===== config.mk =====
export PLATFORM = sky130hd
export DESIGN_NAME = gtsm_ctrl
export DESIGN_NICKNAME = d
export VERILOG_FILES = /design/src/hw/rtl/gtsm_pkg.sv /design/src/hw/rtl/gtsm_ctrl.sv
export VERILOG_INCLUDE_DIRS = /design/src /design/src/hw/rtl
export SDC_FILE = /design/constraint.sdc
export NUM_CORES = 1
export LEC_CHECK = 0
export BUFFER_PORTS_ARGS = -buffer_cell sky130_fd_sc_hd__buf_2
export CAP_MARGIN = 20
export CORE_MARGIN = 4
export CORE_UTILIZATION = 48
export CTS_CLUSTER_SIZE = 24
export DETAILED_ROUTE_END_ITERATION = 12
export PLACE_DENSITY_LB_ADDON = 0.12
export SETUP_SLACK_MARGIN = 0.5
export SLEW_MARGIN = 40
export SYNTH_ARGS = -nofsm -noshare
export SYNTH_HDL_FRONTEND = slang
export SYNTH_SLANG_ARGS = --single-unit

===== constraint.sdc =====
create_clock -name clk -period 1.9 [get_ports clk]
set_input_delay 0.19 -clock clk [delete_from_list [all_inputs] [get_ports clk]]
set_output_delay 0.19 -clock clk [all_outputs]
set_load 0.005 [all_outputs]

===== src/hw/rtl/glyph_template_ssd_match_assert.svh =====
// Assertion macros for the glyph template matcher.
`ifndef GLYPH_TEMPLATE_SSD_MATCH_ASSERT_SVH
`define GLYPH_TEMPLATE_SSD_MATCH_ASSERT_SVH
`ifndef SYNTHESIS
`define GTSM_ASSERT(name, prop) \
    name: assert property (@(posedge clk) disable iff (!rst_n) prop) \
        else $error("gtsm assertion failed");
`define GTSM_NEVER(name, cond) \
    name: assert property (@(posedge clk) disable iff (!rst_n) !(cond)) \
        else $error("gtsm forbidden condition");
`else
`define GTSM_ASSERT(name, prop)
`define GTSM_NEVER(name, cond)
`endif
`endif


===== src/hw/rtl/gtsm_pkg.sv =====
// Shared constants and types for the glyph template matcher.
package gtsm_pkg;

    localparam int GLYPH_COUNT = 94;
    localparam int CODE_BASE   = 32;
    localparam int BLK_ROWS    = 8;
    localparam int BLK_COLS    = 4;
    localparam int PIX_W       = 8;
    localparam int ROW_BITS    = BLK_COLS * PIX_W;
    localparam int ROW_W       = $clog2(BLK_ROWS);
    localparam int GIDX_W      = (GLYPH_COUNT > 1) ? $clog2(GLYPH_COUNT) : 1;
    localparam int STORE_ROWS  = GLYPH_COUNT * BLK_ROWS;
    localparam int ADDR_W      = $clog2(STORE_ROWS);
    localparam int CODE_W      = 7;
    localparam int SQ_W        = 2 * PIX_W;
    localparam int ROWSUM_W    = SQ_W + $clog2(BLK_COLS);
    localparam int SCORE_W     = 21;

    localparam logic [ROW_W-1:0]  LAST_ROW   = ROW_W'(BLK_ROWS - 1);
    localparam logic [GIDX_W-1:0] LAST_GLYPH = GIDX_W'(GLYPH_COUNT - 1);

    localparam logic CMD_LOAD  = 1'b0;
    localparam logic CMD_BLOCK = 1'b1;

    typedef enum logic [1:0] {
        ST_IDLE,
        ST_SCAN,
        ST_DRAIN
    } state_t;

    // controller -> datapath, one template row read per cycle while scanning
    typedef struct packed {
        logic              scan_en;
        logic [GIDX_W-1:0] glyph;
        logic [ROW_W-1:0]  row;
        logic              last_row;
        logic              last_glyph;
    } scan_cmd_t;

    typedef struct packed {
        logic scan_done;
    } scan_status_t;

endpackage


===== src/hw/rtl/gtsm_ctrl.sv =====
// Controller: accepts commands and sequences the template scan.
`include "glyph_template_ssd_match_assert.svh"
module gtsm_ctrl (
    input  logic                   clk,
    input  logic                   rst_n,
    input  logic                   start,
    input  logic                   cmd,
    input  logic [2:0]             row_index,
    input  gtsm_pkg::scan_status_t scan_status,
    output logic                   busy,
    output logic                   load_we,
    output logic                   block_we,
    output gtsm_pkg::scan_cmd_t    scan_cmd
);
    import gtsm_pkg::*;

    state_t            state_reg;
    state_t            state_next;
    logic [GIDX_W-1:0] glyph_reg;
    logic [GIDX_W-1:0] glyph_next;
    logic [ROW_W-1:0]  row_reg;
    logic [ROW_W-1:0]  row_next;
    logic              accept;

    always_ff @(posedge clk or negedge rst_n)
    begin
        if (!rst_n)
        begin
            state_reg <= ST_IDLE;
            glyph_reg <= '0;
            row_reg   <= '0;
        end
        else
        begin
            state_reg <= state_next;
            glyph_reg <= glyph_next;
            row_reg   <= row_next;
        end
    end

    always_comb
    begin
        accept     = start && (state_reg == ST_IDLE);
        busy       = (state_reg != ST_IDLE);
        load_we    = accept && (cmd == CMD_LOAD);
        block_we   = accept && (cmd == CMD_BLOCK);
        state_next = state_reg;
        glyph_next = glyph_reg;
        row_next   = row_reg;

        scan_cmd.scan_en    = 1'b0;
        scan_cmd.glyph      = glyph_reg;
        scan_cmd.row        = row_reg;
        scan_cmd.last_row   = (row_reg == LAST_ROW);
        scan_cmd.last_glyph = (glyph_reg == LAST_GLYPH);

        case (state_reg)
            ST_IDLE:
            begin
                if (block_we && (row_index == LAST_ROW))
                begin
                    state_next = ST_SCAN;
                    glyph_next = '0;
                    row_next   = '0;
                end
            end
            ST_SCAN:
            begin
                scan_cmd.scan_en = 1'b1;
                row_next         = row_reg + 1'b1;
                if (row_reg == LAST_ROW)
                begin
                    if (glyph_reg == LAST_GLYPH)
                    begin
                        state_next = ST_DRAIN;
                    end
                    else
                    begin
                        glyph_next = glyph_reg + 1'b1;
                    end
                end
            end
            ST_DRAIN:
            begin
                if (scan_status.scan_done)
                begin
                    state_next = ST_IDLE;
                end
            end
            default:
            begin
                state_next = ST_IDLE;
            end
        endcase
    end

    `GTSM_ASSERT(a_row7_starts_scan, block_we && (row_index == LAST_ROW) |=> state_reg == ST_SCAN)
    `GTSM_ASSERT(a_scan_end_drains, (state_reg == ST_SCAN) && (row_reg == LAST_ROW) && (glyph_reg == LAST_GLYPH) |=> state_reg == ST_DRAIN)
    `GTSM_ASSERT(a_done_only_draining, scan_status.scan_done |-> state_reg == ST_DRAIN)
    `GTSM_NEVER(a_no_accept_when_busy, busy && (load_we || block_we))

endmodule


==> run_results.csv, run 1 <==
group,metric,value,unit
clock_tree,cts_num_sinks,12,
routing,postRouteAntennaNets,0,
worst_setup_path,slowest_delay,0.43,ns
logic_synthesis,synth_area_leaders,"dfrtp_1 (42%), ha_1 (7.0%), nand3_1 (6.3%)",
worst_setup_path,start_kind,"register",
finish,nNetsFinal,118,
logic_synthesis,synthesis.nets,80,
routing,drc_errors,0,
sta,whs,0.237,ns
clock_tree,cts_made_buffers,3,
sta,min_period,1.46,ns
finish,drive_gt1_share,54.8,%
job,maxCapViolations,0,
worst_setup_path,cp_slowest_cell,"dfrtp_1",
sta,max_freq,683,MHz
sta,setup_violations,0,
worst_setup_path,r2r-start,"glyph_reg[0]",
placement,port_buffers,23,
sta,slew_viol_final,0,
worst_setup_path,crit_chain,"ha_1 > nand2_2 > o311ai_4 > and2_4 > a211o_1",
clock_tree,path_clk_slew,0.08,ns
finish,n_antenna_cell,0,
routing,dr.pass1.iters,6,
routing,wl_per_cell,15.8,um
die,die_w,46.6,um
logic_synthesis,avgSynthCellArea,10.5,um^2
clock_tree,clock-root-buffer,"clkbuf_4",
logic_synthesis,synth_top_cell_by_area,"dfrtp_1",
sta,hold_viol,0,
global_routing,first_global_vias,649,
logic_synthesis,synth_top_cell_area_share,42.0,%
global_routing,grt_max_degree,13,
finish,layout_commonest_cell,"buf_2",
worst_setup_path,end_kind,"register",
sta,fin_worst_skew,0.00794,ns
power,cellLeakagePower,0.505,nW
routing,vias,680,
die,core-area,1350,um^2
global_routing,grt_use_total,18.5,%
logic_synthesis,synth_seq_cells,12,
die,die_h,46.6,um
global_routing,grt_pass1_wl,2920,um
logic_synthesis,synth_warnings,0,
routing,wl,1880,um
sta,worstMarginPinSlew,0.309,ns
placement,routabilityCongestion,0.806,
sta,rsz0062_at_grt,"yes",
finish,n_fill_cell,111,
global_routing,overflow,0,
sta,finalSetupTns,0,ns
worst_setup_path,cp_data_arrival_time,1.62,ns
clock_tree,h-tree-depth,1,
clock_tree,cts_tree,"done",
routing,routed_via_density,5.71,
routing,drt_first_iter_violations,26,
die,io_pins,24,
power,power.density,419,nW/um^2
global_routing,antenna_found_initial,0,
worst_hold_path,min_from,"scan_status",
logic_synthesis,ys_types,30,
die,initial_core_util,52.9,%
worst_hold_path,min_path_type,"input pin to register",
logic_synthesis,ys_seq_area_share,42.0,%
clock_tree,clock_latency,0.26,ns
worst_setup_path,cp_data_required_time,2.05,ns
finish,syn2layout_area_growth,40.6,%
logic_synthesis,synth_cells,68,
sta,fin_crit_sh,77.0,%
power,vdd_drop_max,0.443,mV
finish,final_cell_mix,"buf_2 (23), dfrtp_1 (10), buf_4 (10), nand3_1 (9), nand2_1 (6)",
placement,dp_hpwl,1200,um
die,rows,13,
worst_setup_path,cp-startpoint,"glyph_reg[0]",
worst_setup_path,crit_type,"register to register",
finish,largest_register_ffs,7,
status,status,"finished, final reports clean",
die,die-area,2170,um^2
worst_setup_path,cp_max_fo,5,
sta,relSlewSlack,79.1,%
logic_synthesis,syn_area,714,um^2
clock_tree,clockBufferDepth,2,
[where the power goes]
part / internal [mW] / total (mW) / leakage (nW) / switching (mW)
Sequential: 0.255 / 0.255 / 0.151 / 0
Clock: 0.0730 / 0.150 / 0.0138 / 0.0769
Combinational: 0.00691 / 0.0158 / 0.341 / 0.00888
[per-layer routing]
metal  part of all wire [%]  GRT usage [%]  vias up  wire [um]
li1                       -              -      331          -
met1                     43           24.7      323        799
met2                     51           30.5       26        955
met3                    6.5           4.30        0        123
met4                      0           3.41        0          0
met5                      0              0        -          0
[layout make-up]
| cell class | instances | area (um^2) | area share [%] |
|---|---|---|---|
| multi-input combinational | 52 | 437 | 43.5 |
| tap | 15 | 18.8 | 1.87 |
| timing repair buffer | 35 | 211 | 21.0 |
| inverter | 2 | 12.5 | 1.25 |
| clock buffer | 3 | 22.5 | 2.24 |
| sequential | 12 | 303 | 30.1 |
[kinds of logic after synthesis]
family / after synthesis / share of synthesized area, %
AND/OR/NAND/NOR: 33 / 27.7
AO/OA/AOI/OAI: 15 / 18.9
flip-flops: 12 / 42.0
buffers and inverters: 4 / 4.38
adder cells (fa/ha/maj): 4 / 7.01
[cell usage after synthesis, drive strengths merged]
master  count
and4bb      1
nand2       8
nand4       1
o22a        1
o31ai       1
o21ai       4
and3        1
nor2        1
o311ai      1
dfrtp      12
a22o        1
nand3b      1
o41ai       2
ha          4
clkinv      1
nor3        3
a31oi       2
a21o        1
inv         1
a211o       1
o211ai      1
and2        2
nand2b      2
nand3       9
buf         2
nor3b       3
or2         1
[metrics by stage]
| step | util [%] | std cells | power [mW] | setup slack [ns] | cell area (um^2) |
|---|---|---|---|---|---|
| finish | 74.4 | 119 | 0.421 | 0.437 | 1000 |
| global route | 74.4 | 119 | 0.445 | 0.366 | 1000 |
| CTS | 71.8 | 116 | 0.426 | 0.432 | 970 |
| detailed placement | 62.9 | 105 | 0.275 | 0.389 | 850 |
| global placement | 62.9 | 105 | 0.274 | 0.425 | 850 |
| floorplan | - | 68 | 0.261 | 0.492 | 727 |
[worst max-delay path, delay by kind of cell, from the launching register on]
kind / cells / cell delay [ns]
flip-flops: 1 / 0.43
AO/OA/AOI/OAI: 2 / 0.39
AND/OR/NAND/NOR: 2 / 0.31
adder cells (fa/ha/maj): 1 / 0.22
[timing repair]
action / in CTS / in global routing
hold buffers: 1 / 0
setup buffers: 7 / 3
endpoints found under the setup margin: 8 / 11
gates resized for setup: 8 / 5
pin swaps: 2 / 4
hold endpoints to repair: 12 / 0
[path summary, 6_finish.rpt]
check	end	slack, ns	depth (start not counted)
worst max register to register	glyph_reg[2]	0.44	5
min in group asynchronous	glyph_reg[6]	0.33	2
worst max-delay path	glyph_reg[2]	0.44	5
worst min-delay path	state_reg[1]	0.24	3
worst min register to register	row_reg[1]	0.54	2
max in group asynchronous	state_reg[0]	1.33	2
(Power assumes the default switching activity.)
==> run 2, diff against run 1 <==
- clock period: 1.9 -> 1.5 ns (I/O delays scaled with it)
==> run_results.csv, run 2 (synthesis gave the netlist of run 1 again) <==
group,metric,value,unit
finish,drive_gt1_share,65.5,%
power,switching_share,21.6,%
worst_setup_path,crit_buf_inv,1,
clock_tree,path_clk_slew,0.08,ns
worst_setup_path,cp_slowest_cell,"o311ai_4",
global_routing,use_met3,2.73,%
sta,fin_crit_sh,102,%
power,pwr-share-seq,52.8,%
sta,setup_violations,2,
die,die-area,2170,um^2
finish,syn2layout_area_growth,68.0,%
routing,routed_via_density,6.06,
clock_tree,clock-root-buffer,"clkbuf_4",
routing,vias,794,
clock_tree,cts_made_buffers,3,
finish,n_antenna_cell,0,
job,maxCapViolations,0,
finish,regArea,300,um^2
worst_setup_path,start_kind,"register",
global_routing,grt_max_degree,13,
sta,fin_worst_skew,0.00484,ns
power,power.density,510,nW/um^2
clock_tree,h-tree-depth,1,
worst_setup_path,cp_top_family,"compound AO/OA/AOI/OAI gates",
power,power.total,0.612,mW
worst_setup_path,end_kind,"register",
power,vdd_drop_max,0.590,mV
routing,wl,2490,um
die,die_h,46.6,um
worst_setup_path,crit_type,"register to register",
sta,whs,0.191,ns
worst_setup_path,cp_max_fo,6,
finish,n_fill_cell,57,
clock_tree,cts_tree,"done",
sta,fin_ws,-0.0270,ns
placement,port_buffers,23,
power,switching_power,0.132,mW
sta,slew_viol_final,0,
global_routing,grt_pass1_wl,3460,um
finish,nNetsFinal,129,
global_routing,first_global_vias,734,
power,clkPwrFrac,43.7,%
status,violations,"negative setup slack",
finish,multi_input_area,484,um^2
worst_setup_path,cp_data_required_time,1.68,ns
global_routing,gr-usage-met2,38.7,%
worst_setup_path,cp_data_arrival_time,1.71,ns
power,cellLeakagePower,0.600,nW
sta,max_freq,655,MHz
die,core-area,1350,um^2
global_routing,use_met1,29.9,%
clock_tree,clock_latency,0.28,ns
global_routing,overflow,0,
routing,drc_errors,0,
global_routing,grt_use_total,23.2,%
finish,final_cell_mix,"buf_2 (18), buf_4 (15), dfrtp_1 (12), buf_6 (12), nand2_1 (7)",
placement,place_area,945,um^2
sta,relSlewSlack,75.4,%
sta,finalSetupTns,-0.0320,ns
worst_hold_path,min_path_type,"input pin to register",
placement,dp_hpwl,1420,um
placement,routabilityCongestion,0.824,
clock_tree,cts_num_sinks,12,
sta,worstMarginPinSlew,0.368,ns
finish,layout_commonest_cell,"buf_2",
finish,fin_area,1200,um^2
die,die_w,46.6,um
routing,postRouteAntennaNets,0,
sta,min_period,1.53,ns
finish,fin_cells,131,
finish,largest_register_ffs,7,
die,io_pins,24,
sta,rsz0062_at_grt,"yes",
sta,hold_viol,0,
worst_setup_path,crit_chain,"nand2b_2 > o311ai_4 > buf_4 > nand3_1 > o21ai_0",
worst_setup_path,slowest_delay,0.42,ns
global_routing,antenna_found_initial,0,
routing,dr.pass1.iters,4,
power,intPower,0.480,mW
status,status,"finished, violations left",
global_routing,grt_busiest_layer,"met2",
clock_tree,clockBufferDepth,2,
power,pwr-share-comb,3.5,%
routing,drt_first_iter_violations,38,
routing,wl_per_cell,19.0,um
die,initial_core_util,52.9,%
die,rows,13,
placement,place_inst,116,
-- run 2: timing repair --
item | 4_1_cts | 5_1_grt
hold buffers | 1 | 0
resized for setup | 10 | 19
endpoints found under the hold margin | 12 | 0
pin swaps | 5 | 11
setup endpoints to repair | 27 | 28
gates cloned | 0 | 0
setup buffers | 5 | 5
-- run 2: power by group through the flow --
stage	logic [mW]	clock network [mW]	registers, mW
final	0.0214	0.267	0.323
after global routing	0.0230	0.279	0.323
after CTS	0.0210	0.264	0.323
after detailed placement	0.0188	0	0.330
after global placement	0.0183	0	0.330
after floorplan	0.000606	0	0.330
-- run 2: final timing paths --
path,endpoint,start,cells after the start,slack [ns]
worst max-delay path,glyph_reg[0],glyph_reg[5],5,-0.03
worst min-delay path,state_reg[1],scan_status,3,0.19
worst max register to register,glyph_reg[0],glyph_reg[5],5,-0.03
worst min register to register,glyph_reg[4],glyph_reg[4],2,0.62
max in group asynchronous,glyph_reg[5],rst_n,2,1.00
min in group asynchronous,glyph_reg[4],rst_n,2,0.27
-- run 2: area by class of cell --
type                       instances  share of cell area (%)
tap                               15                    1.56
inverter                           2                    1.04
sequential                        12                    25.0
timing repair buffer              46                    29.0
clock buffer                       4                    3.02
multi-input combinational         52                    40.4
-- run 2: per-stage QoR --
step | setup WS (ns) | util (%)
2_1_floorplan | 0.0925 | -
3_3_place_gp | 0.0689 | 70.0
3_5_place_dp | 0.0442 | 70.0
4_1_cts | 0.0621 | 80.3
5_1_grt | -0.0404 | 88.9
6_report | -0.0270 | 88.9
-- run 2: layer usage --
metal | vias up | wire length, um
met1 | 386 | 1010
met3 | 8 | 172
met2 | 46 | 1230
met5 | - | 0
met4 | 0 | 70
li1 | 354 | -
-- run 2: worst min-delay path: cells and delay by family --
family | cells | cell delay [ns]
compound gates | 1 | 0.17
buf+inv | 1 | 0.08
simple gates | 1 | 0.04
